`config.mk`:
```
export PLATFORM = sky130hd
export DESIGN_NAME = acs_reg_file
export DESIGN_NICKNAME = d
export VERILOG_FILES = /design/src/rtl/acs_pkg.sv /design/src/rtl/acs_reg_file.sv
export SDC_FILE = /design/constraint.sdc
export NUM_CORES = 1
export LEC_CHECK = 0
export BUFFER_PORTS_ARGS = -buffer_cell sky130_fd_sc_hd__clkbuf_2
export CAP_MARGIN = 20
export CORE_UTILIZATION = 49
export CTS_CLUSTER_DIAMETER = 150
export DETAILED_ROUTE_END_ITERATION = 16
export MAX_ROUTING_LAYER = met4
export PLACE_DENSITY = 0.64
export SYNTH_ARGS = -nofsm -noshare
export SYNTH_HDL_FRONTEND = slang
export SYNTH_SLANG_ARGS = --single-unit
```
`constraint.sdc`:
```
create_clock -name clk -period 2.7 [get_ports clk]
set_input_delay 0.27 -clock clk [delete_from_list [all_inputs] [get_ports clk]]
set_output_delay 0.27 -clock clk [all_outputs]
set_load 0.01 [all_outputs]
```
`src/rtl/acs_pkg.sv`:
```
// ----------------------------------------------------------------------------
// acs_pkg
// Shared types, codes and helpers of the accumulator processor step block.
// ----------------------------------------------------------------------------
package acs_pkg;

  localparam int WORD_W  = 16;
  localparam int BYTE_W  = 8;
  localparam int REG_COUNT = 32;
  localparam int REG_AW  = $clog2(REG_COUNT);

  // Flag vector layout.
  localparam int FLAG_C = 0;
  localparam int FLAG_N = 1;
  localparam int FLAG_Z = 2;

  // Input command codes.
  localparam logic CMD_LOAD = 1'b0;
  localparam logic CMD_STEP = 1'b1;

  typedef enum logic [2:0] {
    OP_NOR  = 3'd0,
    OP_ADD  = 3'd1,
    OP_LD   = 3'd2,
    OP_MOVE = 3'd3,
    OP_SD   = 3'd4,
    OP_SETI = 3'd5,
    OP_JL   = 3'd6,
    OP_SRL  = 3'd7
  } op_t;

  // A load command reports the opcode field as zero.
  localparam logic [2:0] LOAD_REPORT_OP = 3'd0;

  // Jump conditions held in the top three bits of a JL operand byte.
  localparam logic [2:0] COND_NEVER  = 3'd0;
  localparam logic [2:0] COND_C      = 3'd1;
  localparam logic [2:0] COND_N      = 3'd2;
  localparam logic [2:0] COND_NC     = 3'd3;
  localparam logic [2:0] COND_Z      = 3'd4;
  localparam logic [2:0] COND_ZC     = 3'd5;
  localparam logic [2:0] COND_ZN     = 3'd6;
  localparam logic [2:0] COND_ALWAYS = 3'd7;

  typedef enum logic [1:0] {
    S_IDLE = 2'd0,
    S_DEC  = 2'd1,
    S_EXEC = 2'd2,
    S_LATE = 2'd3
  } state_t;

  // Program memory access for one cycle: one write and one read port.
  typedef struct packed {
    logic              we;
    logic [WORD_W-1:0] waddr;
    logic [BYTE_W-1:0] wdata;
    logic [WORD_W-1:0] raddr;
  } mem_req_t;

  // Register file access for one cycle.
  typedef struct packed {
    logic              we;
    logic [REG_AW-1:0] waddr;
    logic [WORD_W-1:0] wdata;
    logic [REG_AW-1:0] raddr;
  } rf_req_t;

  // Register contents after reset.
  function automatic logic [WORD_W-1:0] reg_init(input logic [REG_AW-1:0] idx);
    logic [WORD_W-1:0] v;
    v = '0;
    if (idx == REG_AW'(30)) v = 16'h0001;
    if (idx == REG_AW'(31)) v = 16'hffff;
    return v;
  endfunction

  function automatic logic cond_holds(input logic [2:0] cond, input logic [2:0] f);
    logic ok;
    case (cond)
      COND_NEVER:  ok = 1'b0;
      COND_C:      ok = f[FLAG_C];
      COND_N:      ok = f[FLAG_N];
      COND_NC:     ok = f[FLAG_N] | f[FLAG_C];
      COND_Z:      ok = f[FLAG_Z];
      COND_ZC:     ok = f[FLAG_Z] | f[FLAG_C];
      COND_ZN:     ok = f[FLAG_Z] | f[FLAG_N];
      default:     ok = 1'b1;
    endcase
    return ok;
  endfunction

endpackage

```
`src/rtl/acs_reg_file.sv`:
```
// ----------------------------------------------------------------------------
// acs_reg_file
// Thirty-two 16-bit registers with a registered read port, loaded with their
// start values by a sweep after reset.
// ----------------------------------------------------------------------------
module acs_reg_file (
  input  logic                             clk,
  input  logic                             rst,
  input  acs_pkg::rf_req_t                 req,
  output logic [acs_pkg::WORD_W-1:0]       rdata,
  output logic                             busy
);

  logic [acs_pkg::WORD_W-1:0] regs [acs_pkg::REG_COUNT];
  logic [acs_pkg::REG_AW-1:0] clr_addr;

  always_ff @(posedge clk) begin
    if (rst) begin
      busy     <= 1'b1;
      clr_addr <= '0;
    end else if (busy) begin
      clr_addr <= clr_addr + acs_pkg::REG_AW'(1);
      if (clr_addr == acs_pkg::REG_AW'(acs_pkg::REG_COUNT - 1)) busy <= 1'b0;
    end
  end

  always_ff @(posedge clk) begin
    if (busy) begin
      regs[clr_addr] <= acs_pkg::reg_init(clr_addr);
    end else if (req.we) begin
      regs[req.waddr] <= req.wdata;
    end
  end

  always_ff @(posedge clk) begin
    rdata <= regs[req.raddr];
  end

endmodule

```
[Yosys cells after proc, flatten, opt, wreduce, memory -nomap -nowiden]
Memories as Yosys holds them, arrays and structs flattened. A register that Yosys moved wholly into a read port is not among the register bits.
Index checks and enable logic that the tools add are counted.
Cells by class
  reductions and logical operators: 1
  equality and inequality tests: 2
  multiplexer cells: 13
  $add $sub $neg: 1
Operator list (number)
  two-way mux 16 bit: 3
  OR reduction 16 bit: 1
  == test 5 bit, second input constant: 2
  two-way mux 1 bit: 9
  adder 5 x 1 -> 5 bit, second input constant: 1
  two-way mux 5 bit: 1
Storage, ports and cells
  memories kept: 1
  output and inout bits: 17
  bits in writable memories: 512
  bits in registers: 6
  input bits: 29
Memory list
  regs: words 32, width 16, rd ports 1, clocked after memory_dff 1, write ports 1, RTL line acs_reg_file.sv:14  | logic [acs_pkg::WORD_W-1:0] regs [acs_pkg::REG_COUNT];

[Logic depth before layout (Yosys ltp)]
Gate-level depths: netlist (run 1).
  word-level depth: 5
  depth in mapped cells: 8
  mapped depth without buffers: 6

[Worst setup path before layout (run 1)]
Ideal clock, no wire load.
  path kind: reg-to-reg
  from: reg busy
  to: mem regs[0][0] in the netlist's numbering (data pin)
  period minus slack after synthesis: 2.740 ns
  data required time: 2.246 ns
  path slack: -0.040 ns
  cell stages (with the launch flop): 6
  data arrival time: 2.286 ns
  buffers on the path: 3
  cell sequence: dfxtp_1 > nor2b_1 > buf_2 > buf_4 > buf_2 > o21ai_0
On the way
  longest elaborated chain between the ends: 4
Ends and longest elaborated chain
  from (decl): RTL line acs_reg_file.sv:11  | output logic busy
  from (signal assigned): RTL line acs_reg_file.sv:19  | busy <= 1'b1;
  from (signal assigned): RTL line acs_reg_file.sv:23  | if (clr_addr == acs_pkg::REG_AW'(acs_pkg::REG_COUNT - 1)) busy <= 1'b0;
  two-way mux 1 bit: RTL line acs_reg_file.sv:28  | if (busy) begin
  two-way mux 1 bit (not written as such): RTL line acs_reg_file.sv:31  | regs[req.waddr] <= req.wdata;
  OR reduction 16 bit (no line)
  two-way mux 16 bit (no line)
  to (decl): RTL line acs_reg_file.sv:14
Every way passes these cells.

[Worst setup path in the final report (run 1)]
  from: reg clr_addr[1] in the netlist's numbering
  to: mem regs[30][2] in the netlist's numbering (data pin)
On the way
  longest elaborated chain between the ends: 4
Ends and longest elaborated chain
  from (decl): RTL line acs_reg_file.sv:15  | logic [acs_pkg::REG_AW-1:0] clr_addr;
  from (signal assigned): RTL line acs_reg_file.sv:22  | clr_addr <= clr_addr + acs_pkg::REG_AW'(1);
  == test 5 bit: RTL line acs_pkg.sv:73  | if (idx == REG_AW'(31)) v = 16'hffff;
  two-way mux 16 bit: RTL line acs_pkg.sv:73
  two-way mux 16 bit: RTL line acs_reg_file.sv:28
  two-way mux 16 bit (no line)
Every way passes these cells. The select of a mux whose other input is x is not followed.

==> out/results.txt, run 1 <==
CTS sink cnt - 534
Pint - 13.9 mW
slew of the pin with the lowest slew margin - 0.657 ns
final net count - 1372
WS Path Type - reg2reg
Worst EP required - 3.01 ns
Slew Viols, Final - 0
main area contributors after synthesis - edfxtp_1 (73%), mux2i_1 (12%), a22oi_1 (2.3%)
leakage power - 8.99 nW
Hold Violations, Final - 0
Clock transition at path regs - 0.06 ns
DR vias - 11200
clock buffer count from CTS - 52
post-route clock skew - 0.0148 ns
filler instances - 3198
commonest cells after routing, fill and taps aside - edfxtp_1 (512), mux2i_1 (258), buf_4 (89)
CTS resizes - 0
pwr/cell area - 724 mW/mm²
period utilization - 0.889
Max Fclk - 416 MHz
synth unique cells - 38
DP Area - 0.0223 mm²
Hold Crit Class - in2reg
global-route wire length before repair - 70400 µm
WL final - 47900 µm
Clock Latency Late Sink - 0.58 ns
status - finished, final reports clean
Critical Path AT - 2.72 ns
area leader, netlist - edfxtp_1
Final TNS setup - 0 ns
Final Cell Area - 0.0240 mm²
Top FF cell, synth - edfxtp_1
Final HPWL DP - 28500 µm
syn_area_per_cell - 17.4 µm²
vias in the first global route - 11000
router iterations before antenna repair - 5
Post-Synthesis Cells - 1212
Comb pwr share - 0.051
RSZ-0062 raised after global routing - no
post-synth net total - 1244
Net Switching - 3.53 mW
flops & latches, synth - 534
register share of total power - 0.523
Multi-input gate area - 0.00468 mm²
Via density - 5.81
CTS H-Tree Depth - 2
width of the chip - 209 µm
most common cell after layout, fill and taps aside - edfxtp_1
ys async rst share - 0
Min Clock Period, post-route - 2.40 ns
Initial Utilization - 0.500
DR WL/cell - 25.0 µm
Total GRT Usage - 0.229
Post-synth EDFFs - 512
boundary pin count - 46
Max FO, Critical Path - 32
sw frac - 0.203
core outline area - 0.0421 mm²
GR Overflow Total - 0
synthesis warning total - 0
share of layout cells above drive strength 1 - 0.167
Routed Antenna Nets - 0
register area share after synthesis - 0.751
Bufs on Longest Clock Path - 3
initial antenna violation count - 1
Port Buffers - 45
Die Height - 209 µm
largest net degree at the start of global routing - 50
DRT iter0 DRCs - 874
Setup violations, final - 0
slew margin rel. - 0.559
Mapped Area - 0.0210 mm²
Critical Path Source Type - register
die area - 0.0438 mm²
top cell type's share of synthesized area - 0.731
gpl congestion - 0.821
MaxCap Viol Count - 0
crit end category - register
CTS tree - done
VDD IR max - 0.618 mV
drc violations - 0
worst hold slack - 0.214 ns
Rows - 75
clk root buf - clkbuf_16
Syn-to-layout area delta - 14.2%
clock share of power - 0.425
register area - 0.0158 mm²
[what timing repair did]
item	4_1_cts	5_1_grt
setup endpoints to repair	0	0
hold endpoints to repair	6	0
hold buffers	1	0
buffers inserted	0	0
[state kept, by name, summed over array words and instances (netlist names)]
signal	count
clr_addr	5
regs	512
busy	1
rdata	16
[cell families after synthesis]
kind of cell	synth area share
adders and majority gates	0.00178
muxes	0.123
xor gates and xnor gates	0.00125
DFF	0.751
AOI/OAI and AO/OA	0.0577
and+or+nand+nor	0.0371
buffers and inverters	0.0275
[power by group through the flow]
stage          Combinational (mW)  Clock (mW)  Sequential, mW
5_1_grt                     0.949        7.84            9.11
3_5_place_dp                0.894           0            9.28
3_3_place_gp                0.889           0            9.28
2_1_floorplan               0.542           0            9.29
6_report                    0.892        7.40            9.11
4_1_cts                     0.897        7.52            9.11
[stage by stage]
step                      worst slack [ns]  utilization  total power, mW  instances
final                                0.298        0.570             17.4       1921
after global routing                 0.120        0.570             17.9       1920
after CTS                           0.0133        0.570             17.5       1919
after floorplan                      0.501            -             9.84       1212
after detailed placement            0.0387        0.528             10.2       1823
after global placement              0.0785        0.528             10.2       1823
[final cells by class]
| cell class | instances | share of cell area |
|---|---|---|
| sequential | 534 | 0.658 |
| multi-input combinational | 603 | 0.195 |
| clock buffer | 64 | 0.0569 |
| timing repair buffer | 145 | 0.0460 |
| tap | 539 | 0.0281 |
| clock inverter | 31 | 0.0159 |
| inverter | 4 | 0.000625 |
| antenna | 1 | 0.000104 |
[worst max-delay path: stages, from the launching register on]
cell     delay (ns)
dfxtp_1        0.44
ha_1           0.20
and3_1         0.16
ha_1           0.15
inv_1          0.06
nor2_1         0.40
buf_6          0.22
a21o_1         0.10
buf_4          0.39
[cell usage after synthesis (4+ instances only)]
cell type	number
a21oi_1	32
inv_1	4
buf_6	6
nor2b_1	4
nand4_1	17
buf_12	5
dfxtp_1	22
a22oi_1	64
nor2_1	41
a21o_1	16
a31oi_1	18
nor3_1	16
mux2i_1	258
nand2b_1	4
buf_8	6
nand2_1	44
edfxtp_1	512
clkbuf_1	12
buf_2	22
buf_4	20
nand3_1	34
a22o_1	32
[path summary, 6_finish.rpt]
check	from	endpoint	slack, ns	cells after the start
setup / recovery	clr_addr[1]$_SDFFE_PP0P_	regs[30][2]$_DFFE_PP_	0.30	8
hold / removal	req[3]	rdata[1]$_DFF_P_	0.21	4
setup reg to reg	clr_addr[1]$_SDFFE_PP0P_	regs[30][2]$_DFFE_PP_	0.30	8
hold reg to reg	clr_addr[1]$_SDFFE_PP0P_	clr_addr[1]$_SDFFE_PP0P_	0.58	2
[metal layers]
metal	vias to the layer above	routed length (µm)	global-route usage
met2	361	23500	0.368
met1	5664	20000	0.298
met5	-	0	-
li1	5067	-	-
met3	64	3200	0.0441
met4	0	1250	0.0685
(Power assumes the default switching activity.)
==> run 2, diff against run 1 <==
--- a/config.mk
+++ b/config.mk
@@ -7,11 +7,11 @@
 export LEC_CHECK = 0
 export BUFFER_PORTS_ARGS = -buffer_cell sky130_fd_sc_hd__clkbuf_2
 export CAP_MARGIN = 20
-export CORE_UTILIZATION = 49
+export CORE_UTILIZATION = 25
 export CTS_CLUSTER_DIAMETER = 150
 export DETAILED_ROUTE_END_ITERATION = 16
 export MAX_ROUTING_LAYER = met4
-export PLACE_DENSITY = 0.64
+export PLACE_DENSITY = 0.37
 export SYNTH_ARGS = -nofsm -noshare
 export SYNTH_HDL_FRONTEND = slang
 export SYNTH_SLANG_ARGS = --single-unit
==> run 2 against run 1 <==
Die area increased by 95%. Clock power grew 8.2%. Wire length increased by 24%. Flip-flop and latch count stayed put. Sequential share of layout area down 3.9 points. Register-to-register slack improved by 0.20 ns. Power is 4.1% higher. Clock-buffer cell count up 10. Worst setup slack better by 0.20 ns. Via count increased by 1.3%. Final cell count increased by 31%. Critical endpoint is now regs[16][12]$_DFFE_PP_. Largest power group unchanged.
==> out/results.txt, run 2 (synthesis gave the netlist of run 1 again) <==
status - finished, final reports clean
Via density - 4.51
Syn-to-layout area delta - 21.4%
core outline area - 0.0834 mm²
WP depth - 8
vias in the first global route - 11300
met2 wire length - 27400 µm
Total GRT Usage - 0.143
Worst path max stage delay - 0.46 ns
fin worst setup slack - 0.503 ns
Final Cell Area - 0.0256 mm²
crit end category - register
Comb pwr share - 0.054
Post-Layout Cell Count - 2507
met3 WL post-DR - 2340 µm
gpl congestion - 0.752
largest net degree at the start of global routing - 46
drc violations - 0
r2r setup slk - 0.50 ns
WL final - 59400 µm
clk root buf - clkbuf_16
CP bufs+invs - 3
pwr/cell area - 709 mW/mm²
DR WL/cell - 23.7 µm
Max Fclk - 455 MHz
boundary pin count - 46
Pint - 14.2 mW
cts hold-fix bufs - 1
slew margin rel. - 0.554
Worst path slowest cell - dfxtp_1
worst hold slack - 0.183 ns
cell family with most CP delay - buffers and inverters
Setup crit end - regs[16][12]$_DFFE_PP_
Largest register FFs - 512
Initial Utilization - 0.252
WS Path Type - reg2reg
GR Overflow Total - 0
critical register-to-register path startpoint - clr_addr[0]$_SDFFE_PP0P_
Bufs on Longest Clock Path - 3
Post-CTS Setup Inserts - 0
width of the chip - 292 µm
max layer used - met4
M1 WL - 28500 µm
Max FO, Critical Path - 33
Reg with most FFs - regs
VDD IR max - 0.474 mV
total power after layout - 18.1 mW
cell mode on critical path - ha_1
Clock transition at path regs - 0.06 ns
share of layout cells above drive strength 1 - 0.198
Final HPWL DP - 37200 µm
Hold Violations, Final - 0
leakage power - 9.34 nW
RSZ-0062 raised after global routing - no
most common cell after layout, fill and taps aside - edfxtp_1
Port Buffers - 45
Rows - 106
Clock Latency Late Sink - 0.63 ns
Slew Viols, Final - 0
worst path cell trace - ha_1 -> and3_1 -> ha_1 -> inv_1 -> nor2_1 -> buf_4 -> a21o_1 -> buf_12
Die Height - 292 µm
filler instances - 8105
Setup violations, final - 0
MaxCap Viol Count - 0
clock buffer count from CTS - 60
Critical Path Source Type - register
final core occ - 0.306
Net Switching - 3.93 mW
router iterations before antenna repair - 5
Placed Instances - 2395
R2R depth - 8
commonest cells after routing, fill and taps aside - edfxtp_1 (512), mux2i_1 (258), buf_4 (88)
DR vias - 11300
Hold Crit Class - in2reg
CTS resizes - 0
die area - 0.0853 mm²
worst slack at placement - 0.390 ns
CTS H-Tree Depth - 2
Routed Antenna Nets - 0
biggest regs - regs (512), rdata (16), clr_addr (5)
Worst R2R End - regs[16][12]$_DFFE_PP_
Final TNS setup - 0 ns
period utilization - 0.814
register share of total power - 0.504
CTS tree - done
initial antenna violation count - 3
Min Clock Period, post-route - 2.20 ns
CTS sink cnt - 534
post-route clock skew - 0.0271 ns
Worst EP required - 3.13 ns
slew of the pin with the lowest slew margin - 0.663 ns
global-route wire length before repair - 84500 µm
final net count - 1410
Critical Path AT - 2.63 ns
sw frac - 0.217
DRT iter0 DRCs - 768
Crit. Startpoint - clr_addr[0]$_SDFFE_PP0P_
clock share of power - 0.442
DP Area - 0.0236 mm²
run 2: worst min-delay path by stage:
stage	depth (start not counted)	endpoint	from
after floorplan	1	clr_addr[0]$_SDFFE_PP0P_	rst
after global placement	2	clr_addr[0]$_SDFFE_PP0P_	rst
after detailed placement	2	clr_addr[0]$_SDFFE_PP0P_	rst
after CTS	3	rdata[4]$_DFF_P_	req[3]
after global routing	3	rdata[3]$_DFF_P_	req[3]
final	3	rdata[4]$_DFF_P_	req[3]
run 2: final cells by class:
type	instances	area, µm²	share of cell area
Antenna cell	2	5.00	0.000196
Clock inverter	35	317	0.0124
Sequential cell	534	15800	0.619
Tap cell	1080	1350	0.0529
Inverter	4	15.0	0.000587
Multi-Input combinational cell	603	4710	0.184
Clock buffer	74	1630	0.0636
Timing Repair Buffer	175	1730	0.0676
run 2: worst min-delay path, stage by stage:
cell and delay [ns]:
clkbuf_2 0.26, nand4_1 0.15, nand3_1 0.07
run 2: power groups by stage:
| stage | combinational, mW | clock, mW | sequential, mW |
|---|---|---|---|
| after detailed placement | 0.996 | 0 | 9.30 |
| final | 0.976 | 8.01 | 9.12 |
| after floorplan | 0.542 | 0 | 9.29 |
| after global routing | 1.04 | 8.59 | 9.13 |
| after global placement | 0.997 | 0 | 9.30 |
| after CTS | 0.999 | 8.26 | 9.12 |
run 2: per-layer routing:
metal,global-route usage,vias to the layer above
met5,-,-
met4,0.0330,0
met3,0.0200,66
met2,0.218,198
met1,0.201,5878
li1,-,5154
==> run 3, diff against run 2 <==
--- a/config.mk
+++ b/config.mk
@@ -5,6 +5,7 @@
 export SDC_FILE = /design/constraint.sdc
 export NUM_CORES = 1
 export LEC_CHECK = 0
+export ABC_AREA = 1
 export BUFFER_PORTS_ARGS = -buffer_cell sky130_fd_sc_hd__clkbuf_2
 export CAP_MARGIN = 20
 export CORE_UTILIZATION = 25
==> constraint.sdc (replaced) <==
create_clock -name clk -period 1.8 [get_ports clk]
set_input_delay 0.18 -clock clk [delete_from_list [all_inputs] [get_ports clk]]
set_output_delay 0.18 -clock clk [all_outputs]
set_load 0.01 [all_outputs]
==> run 3 against run 2 <==
The run now ends with negative setup slack left. Utilization rose by 1.8 points. Clock power rose by 52%. Design area rose by 8.7%. Via count rose by 28%. Critical path depth rose by 2. Worst hold slack got worse by 0.083 ns. Critical endpoint is now regs[26][5]$_DFFE_PP_. Clock skew fell by 0.0014 ns. Global-route usage rose by 1.6 points. Non-clock buffer count rose by 28. Maximum frequency rose by 19%.
==> out/results.txt, run 3 <==
critical register-to-register path startpoint - busy$_SDFF_PP1_
core outline area - 0.0855 mm²
router iterations before antenna repair - 5
initial antenna violation count - 5
ys async rst share - 0
status - complete, but fails checks
Bufs on Longest Clock Path - 3
synth cell count leaders - nand2_1 (763), edfxtp_1 (512), nand3_1 (387), buf_2 (46), nor2_1 (37)
CTS sink cnt - 534
die area - 0.0880 mm²
flops & latches, synth - 534
commonest cells after routing, fill and taps aside - nand2_1 (741), edfxtp_1 (512), nand3_1 (385)
CTS H-Tree Depth - 2
DRT iter0 DRCs - 1110
leakage power - 10.5 nW
worst slack at placement - -0.0767 ns
DR WL/cell - 22.4 µm
WS Path Type - reg2reg
register area share after synthesis - 0.729
biggest regs - regs (512), rdata (16), clr_addr (5)
synthesis warning total - 0
GR Overflow Total - 0
Final TNS setup - -0.724 ns
Hold Crit Class - in2reg
post-route clock skew - 0.0257 ns
max layer used - met4
Initial Utilization - 0.254
hold wc startpoint - req[6]
MaxCap Viol Count - 0
Mapped Area - 0.0217 mm²
Slew Viols, Final - 0
WL final - 72600 µm
failing checks - negative setup slack
Post-Synthesis Cells - 1883
clk root buf - clkbuf_16
Max Fclk - 541 MHz
crit end category - register
Post-synth EDFFs - 512
area leader, netlist - edfxtp_1
Worst EP required - 2.12 ns
Final HPWL DP - 43800 µm
met2 wire length - 34400 µm
share of layout cells above drive strength 1 - 0.178
Clock transition at path regs - 0.06 ns
Setup violations, final - 16
compound-cell area share of the yosys netlist - 0.00392
main area contributors after synthesis - edfxtp_1 (71%), nand2_1 (13%), nand3_1 (8.9%)
Routed Antenna Nets - 0
dominant combinational cell family by area after synthesis - simple AND/OR/NAND/NOR gates
DR vias - 14400
width of the chip - 297 µm
clock buffer count from CTS - 60
Largest register FFs - 512
RSZ-0062 raised after global routing - yes
Critical Path Source Type - register
Hold Violations, Final - 0
drc violations - 0
multiplexer area fraction after synthesis - 0
Via density - 4.45
largest net degree at the start of global routing - 51
Total GRT Usage - 0.159
VDD IR max - 0.711 mV
most common cell after layout, fill and taps aside - nand2_1
vias in the first global route - 14300
Reg with most FFs - regs
period utilization - 1.03
fin worst setup slack - -0.0467 ns
syn_area_per_cell - 11.5 µm²
met3 WL post-DR - 3490 µm
Critical Path AT - 2.17 ns
Crit. Startpoint - busy$_SDFF_PP1_
M1 WL - 33000 µm
Top FF cell, synth - edfxtp_1
gpl congestion - 0.825
Post-Synth Simple-Gate Area - 0.232
Syn-to-layout area delta - 28.1%
post-synth net total - 1915
slew margin rel. - 0.624
Min Clock Period, post-route - 1.85 ns
worst hold slack - 0.101 ns
slew of the pin with the lowest slew margin - 0.563 ns
Synth Area in Adders - 0.00173
Port Buffers - 45
top-count cell post-synth - nand2_1
Die Height - 297 µm
final net count - 2070
XOR/XNOR share of the synthesized area - 0
Max FO, Critical Path - 9
global-route wire length before repair - 97800 µm
Clock Latency Late Sink - 0.63 ns
Rows - 107
synth unique cells - 29
boundary pin count - 46
CTS tree - done
pwr/cell area - 993 mW/mm²
top cell type's share of synthesized area - 0.709
[run 3: changes by cell type after synthesis, moves of 12 or more]
| cell | previous run | this run |
|---|---|---|
| nand2_1 | 44 | 763 |
| nand3_1 | 34 | 387 |
| mux2i_1 | 258 | 0 |
| a22oi_1 | 64 | 0 |
| a22o_1 | 32 | 0 |
| a21oi_1 | 32 | 3 |
| buf_2 | 22 | 46 |
| a31oi_1 | 18 | 1 |
| a21o_1 | 16 | 0 |
| buf_4 | 20 | 36 |
| nand4_1 | 17 | 1 |
| inv_1 | 4 | 17 |
| nor3_1 | 16 | 4 |
[run 3: final cells by class]
class,count,area [µm²]
Inverter,22,100
Timing Repair Buffer,203,2820
Fill cell,8520,57800
Clock inverter,32,344
Tap cell,1144,1430
Sequential cell,534,15800
Multi-Input combinational cell,1217,5680
Antenna cell,2,5.00
Clock buffer,81,1590
[run 3: critical path: stages (launching register included)]
cell and delay (ns):
dfxtp_2 0.33, inv_4 0.07, nand2_8 0.08, buf_6 0.14, o21ai_4 0.15, buf_6 0.12, nand3_4 0.09, buf_12 0.17
nor2_4 0.15, buf_6 0.12, buf_12 0.12
[run 3: cell families after synthesis]
logic type,count (synthesis)
adders and majority gates,3
and+or+nand+nor,1201
buffers and inverters,132
DFF,534
AOI/OAI and AO/OA,13
[run 3: per-layer routing]
metal  up-vias  track usage
met4         0       0.0438
li1       6868            -
met1      7105        0.209
met3       101       0.0268
met5         -            -
met2       334        0.253
[run 3: what timing repair did]
item	4_1_cts	5_1_grt
pin swaps	1	5
endpoints found under the setup margin	792	776
endpoints found under the hold margin	6	0
gates cloned	5	15
hold buffers	1	0
gates resized for setup	27	42
buffers inserted	3	1
[run 3: final timing paths]
check,end,slack [ns],depth (start not counted)
worst min register to register,clr_addr[0]$_SDFFE_PP0P_,0.54,2
worst min-delay path,regs[17][1]$_DFFE_PP_,0.10,4
worst max register to register,regs[26][5]$_DFFE_PP_,-0.05,10
worst max-delay path,regs[26][5]$_DFFE_PP_,-0.05,10
[run 3: report_power, final]
group	internal, mW	switching (mW)
clock network	7.17	4.99
registers	13.6	0.0474
logic	0.578	1.21
[run 3: through the flow]
step	std cells	utilization	area, µm²	power, mW
2_1_floorplan	1883	-	22000	14.9
3_3_place_gp	3095	0.293	25100	15.7
3_5_place_dp	3095	0.293	25100	15.7
4_1_cts	3217	0.319	27300	28.0
5_1_grt	3233	0.325	27800	28.6
6_report	3235	0.325	27800	27.6
